**config.mk**
```make
export PLATFORM = sky130hd
export DESIGN_NAME = lru_keyed_cache_unit
export DESIGN_NICKNAME = d
export VERILOG_FILES = /design/src/lkc_pkg.sv /design/src/lkc_ctrl.sv /design/src/lkc_datapath.sv /design/src/lru_keyed_cache_unit.sv
export SDC_FILE = /design/constraint.sdc
export NUM_CORES = 2
export LEC_CHECK = 0
export BUFFER_PORTS_ARGS = -buffer_cell sky130_fd_sc_hd__buf_2
export CAP_MARGIN = 25
export CORE_MARGIN = 2
export CORE_UTILIZATION = 25
export DETAILED_ROUTE_END_ITERATION = 10
export PLACE_DENSITY = 0.44
export SLEW_MARGIN = 20
export SYNTH_ARGS = -nofsm -noshare
export SYNTH_HDL_FRONTEND = slang
export SYNTH_SLANG_ARGS = --single-unit
```
**constraint.sdc**
```tcl
create_clock -name clock -period 24.3 [get_ports clock]
set_clock_uncertainty 0.1 [all_clocks]
set_input_delay 6.075 -clock clock [delete_from_list [all_inputs] [get_ports clock]]
set_output_delay 6.075 -clock clock [all_outputs]
set_load 0.01 [all_outputs]
```
**src/lkc_pkg.sv**
```systemverilog
// lkc_pkg: shared types, codes and helpers for the LRU keyed cache.
// No dependencies; imported by every module of the block.
`default_nettype none

package lkc_pkg;

   localparam int FUNC_BITS  = 2;
   localparam int KEY_PORT   = 64;
   localparam int VALUE_PORT = 32;
   localparam int COUNT_PORT = 5;
   localparam int CSR_BITS   = 5;
   localparam int REQ_DATA   = 96;
   localparam int RSP_DATA   = 40;

   typedef enum logic [1:0] {
      FUNC_LOOKUP = 2'd0,
      FUNC_INSERT = 2'd1,
      FUNC_ERASE  = 2'd2,
      FUNC_CLEAR  = 2'd3
   } func_type;

   typedef enum logic [2:0] {
      CMD_NONE,
      CMD_LATCH,
      CMD_MATCH,
      CMD_UPDATE,
      CMD_CLR_EMIT
   } cmd_type;

   typedef enum logic [1:0] {
      ST_IDLE,
      ST_MATCH,
      ST_UPDATE,
      ST_CLEAR
   } state_type;

   typedef struct packed {
      logic     out_free;
      func_type func;
      logic     clr_done;
   } status_type;

   typedef struct packed {
      logic                    hit;
      logic                    vv;
      logic [VALUE_PORT-1:0]   value;
      logic [COUNT_PORT-1:0]   count;
      logic                    last;
   } rsp_type;

   function automatic rsp_type mk_rsp(logic hit, logic vv, logic [VALUE_PORT-1:0] value,
                                      logic [COUNT_PORT-1:0] count, logic last);
      rsp_type r;
      r.hit   = hit;
      r.vv    = vv;
      r.value = vv ? value : '0;
      r.count = count;
      r.last  = last;
      return r;
   endfunction

endpackage

`default_nettype wire

```
**src/lkc_ctrl.sv**
```systemverilog
// lkc_ctrl: sequencer for the LRU keyed cache.
// Depends on lkc_pkg; drives lkc_datapath through command and status.
`default_nettype none

module lkc_ctrl
   import lkc_pkg::*;
(
   input  wire logic       clock,
   input  wire logic       reset,
   input  wire logic       req_tvalid,
   output logic            req_tready,
   input  wire status_type status,
   output cmd_type         cmd
);

   state_type state_ff, state_in;

   always_ff @(posedge clock) begin
      if (reset) begin
         state_ff <= ST_IDLE;
      end else begin
         state_ff <= state_in;
      end
   end

   always_comb begin
      state_in = state_ff;
      unique case (state_ff)
         ST_IDLE: begin
            if (req_tvalid) state_in = ST_MATCH;
         end
         ST_MATCH: begin
            state_in = (status.func == FUNC_CLEAR) ? ST_CLEAR : ST_UPDATE;
         end
         ST_UPDATE: begin
            if (status.out_free) state_in = ST_IDLE;
         end
         ST_CLEAR: begin
            if (status.out_free && status.clr_done) state_in = ST_IDLE;
         end
         default: state_in = ST_IDLE;
      endcase
   end

   always_comb begin
      req_tready = 1'b0;
      cmd        = CMD_NONE;
      unique case (state_ff)
         ST_IDLE: begin
            req_tready = 1'b1;
            if (req_tvalid) cmd = CMD_LATCH;
         end
         ST_MATCH: cmd = CMD_MATCH;
         ST_UPDATE: begin
            if (status.out_free) cmd = CMD_UPDATE;
         end
         ST_CLEAR: begin
            if (status.out_free) cmd = CMD_CLR_EMIT;
         end
         default: cmd = CMD_NONE;
      endcase
   end

endmodule

`default_nettype wire

```
**src/lkc_datapath.sv**
```systemverilog
// lkc_datapath: entry store, recency ranks, tag match and result register.
// Depends on lkc_pkg; sequenced by lkc_ctrl.
`default_nettype none

module lkc_datapath
   import lkc_pkg::*;
#(
   parameter int DEPTH      = 16,
   parameter int KEY_BITS   = 64,
   parameter int VALUE_BITS = 32
) (
   input  wire logic                  clock,
   input  wire logic                  reset,
   input  wire cmd_type               cmd,
   output status_type                 status,
   input  wire logic [FUNC_BITS-1:0]  req_func,
   input  wire logic [KEY_PORT-1:0]   req_key,
   input  wire logic [VALUE_PORT-1:0] req_value,
   input  wire logic                  csr_wen,
   input  wire logic [CSR_BITS-1:0]   csr_wdata,
   output logic                       rsp_valid,
   input  wire logic                  rsp_ready,
   output rsp_type                    rsp
);

   localparam int IW      = (DEPTH > 1) ? $clog2(DEPTH) : 1;
   localparam int CW      = $clog2(DEPTH + 1);
   localparam int CAP_RST = (16 > DEPTH) ? DEPTH : 16;

   logic [KEY_BITS-1:0]   key_ff   [DEPTH];
   logic [VALUE_BITS-1:0] val_ff   [DEPTH];
   logic [DEPTH-1:0]      valid_ff;
   logic [IW-1:0]         rank_ff  [DEPTH];
   logic [CW-1:0]         held_ff;
   logic [CW-1:0]         cap_ff;

   func_type              func_ff;
   logic [KEY_BITS-1:0]   rkey_ff;
   logic [VALUE_BITS-1:0] rval_ff;
   logic                  mhit_ff;
   logic [IW-1:0]         mslot_ff, lru_ff, free_ff;
   logic                  has_free_ff;
   logic [IW-1:0]         clr_ff;
   logic                  o_valid_ff;
   rsp_type               o_ff;

   // tag match, least recent, free slot and clear-order slot search
   logic          m_hit, m_free;
   logic [IW-1:0] m_slot, m_lru, m_free_slot, c_slot;
   logic [IW-1:0] top_rank;

   assign top_rank = IW'(held_ff - CW'(1));

   always_comb begin
      m_hit       = 1'b0;
      m_free      = 1'b0;
      m_slot      = '0;
      m_lru       = '0;
      m_free_slot = '0;
      c_slot      = '0;
      for (int i = 0; i < DEPTH; i++) begin
         if (valid_ff[i] && key_ff[i] == rkey_ff && !m_hit) begin
            m_hit  = 1'b1;
            m_slot = IW'(i);
         end
         if (valid_ff[i] && rank_ff[i] == top_rank) m_lru = IW'(i);
         if (valid_ff[i] && rank_ff[i] == clr_ff) c_slot = IW'(i);
         if (!valid_ff[i] && !m_free) begin
            m_free      = 1'b1;
            m_free_slot = IW'(i);
         end
      end
   end

   logic          evict;
   logic [IW-1:0] tgt, hit_rank;

   assign evict    = (held_ff >= cap_ff);
   assign tgt      = (evict && (!has_free_ff || lru_ff < free_ff)) ? lru_ff : free_ff;
   assign hit_rank = rank_ff[mslot_ff];

   logic out_free, cap_zero;
   assign out_free = !o_valid_ff || rsp_ready;
   assign cap_zero = (cap_ff == '0);

   assign status.out_free = out_free;
   assign status.func     = func_ff;
   assign status.clr_done = (held_ff == '0) || (clr_ff == top_rank);

   always_ff @(posedge clock) begin
      if (reset) begin
         valid_ff   <= '0;
         for (int i = 0; i < DEPTH; i++) rank_ff[i] <= '0;
         held_ff    <= '0;
         cap_ff     <= CW'(CAP_RST);
         clr_ff     <= '0;
         o_valid_ff <= 1'b0;
         func_ff    <= FUNC_LOOKUP;
      end else begin
         if (csr_wen) begin
            cap_ff <= (int'(csr_wdata) > DEPTH) ? CW'(DEPTH) : CW'(csr_wdata);
         end
         if (rsp_ready) o_valid_ff <= 1'b0;
         case (cmd)
            CMD_LATCH: begin
               func_ff <= func_type'(req_func);
               rkey_ff <= KEY_BITS'(req_key);
               rval_ff <= VALUE_BITS'(req_value);
               clr_ff  <= '0;
            end
            CMD_MATCH: begin
               mhit_ff     <= m_hit;
               mslot_ff    <= m_slot;
               lru_ff      <= m_lru;
               free_ff     <= m_free_slot;
               has_free_ff <= m_free;
            end
            CMD_UPDATE: begin
               o_valid_ff <= 1'b1;
               case (func_ff)
                  FUNC_LOOKUP: begin
                     if (!cap_zero && mhit_ff) begin
                        for (int i = 0; i < DEPTH; i++)
                           if (valid_ff[i] && rank_ff[i] < hit_rank) rank_ff[i] <= rank_ff[i] + 1'b1;
                        rank_ff[mslot_ff] <= '0;
                        o_ff <= mk_rsp(1'b1, 1'b1, VALUE_PORT'(val_ff[mslot_ff]),
                                       COUNT_PORT'(held_ff), 1'b1);
                     end else begin
                        o_ff <= mk_rsp(1'b0, 1'b0, '0, COUNT_PORT'(held_ff), 1'b1);
                     end
                  end
                  FUNC_INSERT: begin
                     if (cap_zero) begin
                        o_ff <= mk_rsp(1'b0, 1'b1, VALUE_PORT'(rval_ff),
                                       COUNT_PORT'(held_ff), 1'b1);
                     end else if (mhit_ff) begin
                        val_ff[mslot_ff] <= rval_ff;
                        for (int i = 0; i < DEPTH; i++)
                           if (valid_ff[i] && rank_ff[i] < hit_rank) rank_ff[i] <= rank_ff[i] + 1'b1;
                        rank_ff[mslot_ff] <= '0;
                        o_ff <= mk_rsp(1'b0, 1'b0, '0, COUNT_PORT'(held_ff), 1'b1);
                     end else begin
                        // miss: if full, drop the least recent; age all others and place the new key
                        for (int i = 0; i < DEPTH; i++)
                           if (valid_ff[i] && !(evict && IW'(i) == lru_ff))
                              rank_ff[i] <= rank_ff[i] + 1'b1;
                        if (evict) valid_ff[lru_ff] <= 1'b0;
                        valid_ff[tgt] <= 1'b1;
                        key_ff[tgt]   <= rkey_ff;
                        val_ff[tgt]   <= rval_ff;
                        rank_ff[tgt]  <= '0;
                        if (!evict) held_ff <= held_ff + CW'(1);
                        o_ff <= mk_rsp(1'b0, evict, VALUE_PORT'(val_ff[lru_ff]),
                                       COUNT_PORT'(evict ? held_ff : held_ff + CW'(1)), 1'b1);
                     end
                  end
                  FUNC_ERASE: begin
                     if (mhit_ff) begin
                        for (int i = 0; i < DEPTH; i++)
                           if (valid_ff[i] && rank_ff[i] > hit_rank) rank_ff[i] <= rank_ff[i] - 1'b1;
                        valid_ff[mslot_ff] <= 1'b0;
                        rank_ff[mslot_ff]  <= '0;
                        held_ff            <= held_ff - CW'(1);
                        o_ff <= mk_rsp(1'b1, 1'b1, VALUE_PORT'(val_ff[mslot_ff]),
                                       COUNT_PORT'(held_ff - CW'(1)), 1'b1);
                     end else begin
                        o_ff <= mk_rsp(1'b0, 1'b0, '0, COUNT_PORT'(held_ff), 1'b1);
                     end
                  end
                  default: o_ff <= mk_rsp(1'b0, 1'b0, '0, COUNT_PORT'(held_ff), 1'b1);
               endcase
            end
            CMD_CLR_EMIT: begin
               // one item per held entry (one empty item if none), rank order, count reported as zero
               o_valid_ff <= 1'b1;
               clr_ff     <= clr_ff + 1'b1;
               if (held_ff == '0) begin
                  o_ff <= mk_rsp(1'b0, 1'b0, '0, '0, 1'b1);
               end else begin
                  o_ff <= mk_rsp(1'b0, 1'b1, VALUE_PORT'(val_ff[c_slot]), '0,
                                 clr_ff == top_rank);
               end
               if (status.clr_done) begin
                  valid_ff <= '0;
                  for (int i = 0; i < DEPTH; i++) rank_ff[i] <= '0;
                  held_ff  <= '0;
               end
            end
            default: ;
         endcase
      end
   end

   assign rsp_valid = o_valid_ff;
   assign rsp       = o_ff;

endmodule

`default_nettype wire

```
**src/lru_keyed_cache_unit.sv**
```systemverilog
// lru_keyed_cache_unit: top level of the fully associative LRU keyed cache.
// Depends on lkc_pkg, lkc_ctrl and lkc_datapath.
//
// Fully associative cache of up to DEPTH entries (key tag, value handle) kept in
// least-recently-used order. req_tuser carries the operation (lookup, insert, erase,
// clear). Lookup, insert and erase take three steps per item: one to latch, one for
// the parallel tag compare and least-recent/free slot search, one to update ranks and
// load the result register. The next item can be taken while that result is still
// waiting for the receiver to accept it; a receiver still holding the previous
// result stalls the update cycle. Clear gives one result per held entry, most recent
// first, at one per cycle while the receiver accepts, set by the rank scan. Capacity written
// through csr_wdata is clamped to DEPTH; writes apply while idle only by the user's care.
`default_nettype none

module lru_keyed_cache_unit
   import lkc_pkg::*;
#(
   parameter int DEPTH      = 16,
   parameter int KEY_BITS   = 64,
   parameter int VALUE_BITS = 32
) (
   input  wire logic                 clock,
   input  wire logic                 reset,
   input  wire logic                 req_tvalid,
   output logic                      req_tready,
   input  wire logic [REQ_DATA-1:0]  req_tdata,  // key_tag[63:0], value_in[95:64]
   input  wire logic [FUNC_BITS-1:0] req_tuser,  // func[1:0]
   output logic                      rsp_tvalid,
   input  wire logic                 rsp_tready,
   output logic [RSP_DATA-1:0]       rsp_tdata,  // value_out[31:0], entry_count[36:32], zero
   output logic [1:0]                rsp_tuser,  // hit[0], value_valid[1]
   output logic                      rsp_tlast,
   input  wire logic                 csr_wen,
   input  wire logic [CSR_BITS-1:0]  csr_wdata
);

   cmd_type    cmd;
   status_type status;
   rsp_type    rsp;

   lkc_ctrl u_ctrl (
      .clock      (clock),
      .reset      (reset),
      .req_tvalid (req_tvalid),
      .req_tready (req_tready),
      .status     (status),
      .cmd        (cmd)
   );

   lkc_datapath #(
      .DEPTH      (DEPTH),
      .KEY_BITS   (KEY_BITS),
      .VALUE_BITS (VALUE_BITS)
   ) u_datapath (
      .clock     (clock),
      .reset     (reset),
      .cmd       (cmd),
      .status    (status),
      .req_func  (req_tuser),
      .req_key   (req_tdata[KEY_PORT-1:0]),
      .req_value (req_tdata[KEY_PORT+VALUE_PORT-1:KEY_PORT]),
      .csr_wen   (csr_wen),
      .csr_wdata (csr_wdata),
      .rsp_valid (rsp_tvalid),
      .rsp_ready (rsp_tready),
      .rsp       (rsp)
   );

   assign rsp_tdata = {3'b000, rsp.count, rsp.value};
   assign rsp_tuser = {rsp.vv, rsp.hit};
   assign rsp_tlast = rsp.last;

endmodule

`default_nettype wire
```
==> run metrics <==
status=finished, final reports clean; Critical path buffers and inverters=3; Rel. slew slack=about a quarter; Longest Clk Path Bufs=4; post-synthesis cell area=~0.09 mm²; Worst R2R Path Depth=18; EDFF count, synth=1686; final hold violations=0; Pint=0.00534 W; I/O pins=153; Worst-Margin Slew=about 1100 ps; Adder-Cell Fraction of Synth Area=1.68%; clock sinks=between 1.5k and 2k; pin count of the biggest net entering global routing=144; pre-CTS WS=14210 ps; asr flop ratio synth=0%; Critical Path Max Stage Delay=between 900 and 1000 ps; Synth warnings=0; cts bufs inserted=around 200; core area=around 0.35 mm²; # port buffers=149; sequential share of the synthesized area=59.9%; P&R area growth vs syn=15.4%; Compound-Gate Fraction of Synth Area=around 7.3%; Critical R2R Launch=u_datapath.mslot_ff[0]; drt drc=0; P per Cell Area=69.3 mW/mm²; count leader, synth=edfxtp_1; worst endpoint data arrival time=between 10000 and 15000 ps; Hold Buf Count CTS=0; mean area per synthesized cell=around 14 µm²; Seq pwr share=about half; main combinational cell family by area after synthesis=multiplexers; Synth area leader=edfxtp_1; crit-path cells=buf_2, nor2_1, nand3_1, nor3_1, buf_4, a221o_1, a22oi_1, nand4_1, buf_4, nand2b_1, nand3b_1, a311oi_1; clock root buffer=clkbuf_16; Req. time, crit path=24890 ps; Yosys top cell area share=between 50% and 60%; Initial Utilization=25.1%; routed via count=between 50k and 60k; CP most frequent cell=buf_4; drt pass-1 iters=6; Die X-Extent=597 µm; area share of xor/xnor cells in the synthesized design=under 10%; mux contribution to synthesized area=around 11%; DRT iter0 DRCs=~6.0k; final setup fails=0; combinational power share=between 7 and 8%; top post-synthesis cells by area=edfxtp_1, mux4_2, xnor2_1; Worst VDD drop=0.0543 mV; clock slew seen by the registers of the worst setup and hold paths=about 60 ps; H-tree lvl count=4; Hold Crit Class=register to register; synthesis-stage register bit count=between 1.5k and 2k; Hold EP=u_datapath.rank_ff[0][0]; Synth Flop Type=edfxtp_1; final core utilization=between 20% and 30%; Avg WL per Cell=28.6 µm; Setup Fix Bufs, Post-CTS=0; TritonCTS clock tree=done; slowest stage cell, crit path=nor3_1; Levels on crit path=12; post-detail-place hpwl=198000 µm; Resize count post-CTS=0; Net Sw Power=roughly 0.0017 W; share of cells above drive strength 1=roughly a fifth; Synth Area in Simple Gates=7.95%; chip height=about 600 µm; initial antenna violation count=32; RSZ-0062 raised after global routing=false; maxcap violations=0; GRT overflow=0; f_max=roughly 0.11 GHz; TNS Setup=0 ps; Routed WL=319000 µm; worst skew pair latency=880 ps; Setup CP Type=input port to register; via density per instance=around 5.1; Leak Pwr=between 30 and 40 nW; power share of the clock group=around 43%; switching part of the total power=a little under a quarter; CP max FO=17; Reg2Reg Capture Point=u_datapath.rank_ff[0][2]; startpoint types=input port; final worst-path cycle share=38.9%; post-layout min period=roughly 9500 ps; GRT Resource Usage Total=between 10% and 20%; commonest cells in the netlist=edfxtp_1, xnor2_1, xor2_1; CP endpoint kind=register; global-route wire length before repair=about 450000 µm; Netlist cell types=about 100; Slew Viols, Final=0; delay-heaviest family, CP=simple AND/OR/NAND/NOR gates; r2r setup slk=between 15000 and 20000 ps; num rows=~220; Final #Nets=approximately 6.6k; Detail Route Antenna Nets=0; die area=about 0.36 mm²; Setup WS post-layout=approximately 15000 ps; vias in the first global route=56.6k; routability cong.=~0.91; hold path cells=2; Cells after Synth=about 6.2k; HP Start=u_datapath.rank_ff[0][0]
==> kinds of logic after synthesis <==
logic type,count (synthesis)
mux,546
xor+xnor,904
compound gates,909
fa+ha+maj,114
other cells,1
buf+inv,595
simple gates,1320
flops,1785
==> worst reg2reg max path, delay by kind of cell, from the launching register on <==
kind	cells	cell delay, ps
buf+inv	5	2390
simple gates	6	1580
compound gates	4	1330
mux	2	960
flops	1	320
fa+ha+maj	1	300
==> area by class of cell <==
class	count	area [µm²]
well taps	4599	5750
repair buffers	395	2750
clock buffers	266	5590
fillers	34900	248000
multi-input cells	3796	33000
clock inverters	93	815
diodes	9	22.5
flip-flops and latches	1785	52600
inverters	208	782
==> routing by layer <==
layer	GRT usage (%)	wire, µm
met5	0	9
met4	4.86	9250
met3	2.60	20200
met2	29.0	151000
met1	23.6	138000
==> registers in the layout, indices dropped and copies added (netlist names), 2 cells and up <==
| signal | cells |
|---|---|
| u_datapath.rsp | 40 |
| u_datapath.rval_ff | 32 |
| u_datapath.held_ff | 5 |
| u_datapath.func_ff | 2 |
| u_datapath.lru_ff | 4 |
| u_datapath.val_ff | 512 |
| u_datapath.valid_ff | 16 |
| u_datapath.free_ff | 4 |
| u_datapath.key_ff | 1024 |
| u_datapath.rkey_ff | 64 |
| u_datapath.clr_ff | 4 |
| u_datapath.rank_ff | 64 |
| u_datapath.mslot_ff | 4 |
| u_datapath.cap_ff | 5 |
| u_ctrl.state_ff | 2 |
==> placed cells by master (no fill, tap or decap), types with 31 or more instances in the layout <==
cell / n
a211oi_1: 63
a21oi_1: 188
a221oi_1: 36
a22oi_1: 74
and3_1: 72
buf_2: 151
buf_4: 233
clkbuf_1: 46
clkbuf_16: 212
clkinv_1: 51
clkinv_2: 31
dfxtp_1: 98
edfxtp_1: 1686
ha_1: 107
inv_1: 194
mux2_2: 96
mux2i_1: 108
mux4_2: 340
nand2_1: 303
nand2b_1: 77
nand3_1: 89
nand4_1: 159
nor2_1: 164
nor2b_1: 61
nor3_1: 77
nor4_1: 147
o21ai_0: 107
o21ai_1: 34
o22ai_1: 114
o2bb2ai_1: 34
xnor2_1: 496
xor2_1: 405
==> how the worst max path moves through the flow <==
stage | start | to | slack [ps]
after floorplan | rsp_tready | u_datapath.key_ff[4][0] | 12320
after global placement | reset | u_datapath.rank_ff[0][2] | 14220
after detailed placement | reset | u_datapath.rank_ff[0][2] | 14210
after CTS | reset | u_datapath.rank_ff[0][2] | 15050
after global routing | reset | u_datapath.rank_ff[0][2] | 14800
final | reset | u_datapath.rank_ff[0][2] | 14850
==> per-stage QoR <==
stage | cell area, µm² | power (W) | cells | hold slack, ps
global placement | 94800 | 0.00405 | 10800 | 463
detailed placement | 94900 | 0.00405 | 10800 | 448
global route | 101000 | 0.00725 | 11100 | 503
floorplan | 87800 | 0.00380 | 6176 | 393
finish | 101000 | 0.00702 | 11200 | 458
CTS | 101000 | 0.00710 | 11100 | 460
==> power by group through the flow <==
stage                     Combinational [W]  Sequential, W  Clock [W]
after floorplan                    0.000321        0.00348          0
after global placement             0.000550        0.00350          0
after detailed placement           0.000554        0.00350          0
after CTS                          0.000556        0.00343    0.00311
after global routing               0.000590        0.00343    0.00323
final                              0.000553        0.00343    0.00304
Power figures use the tool's default switching activity.
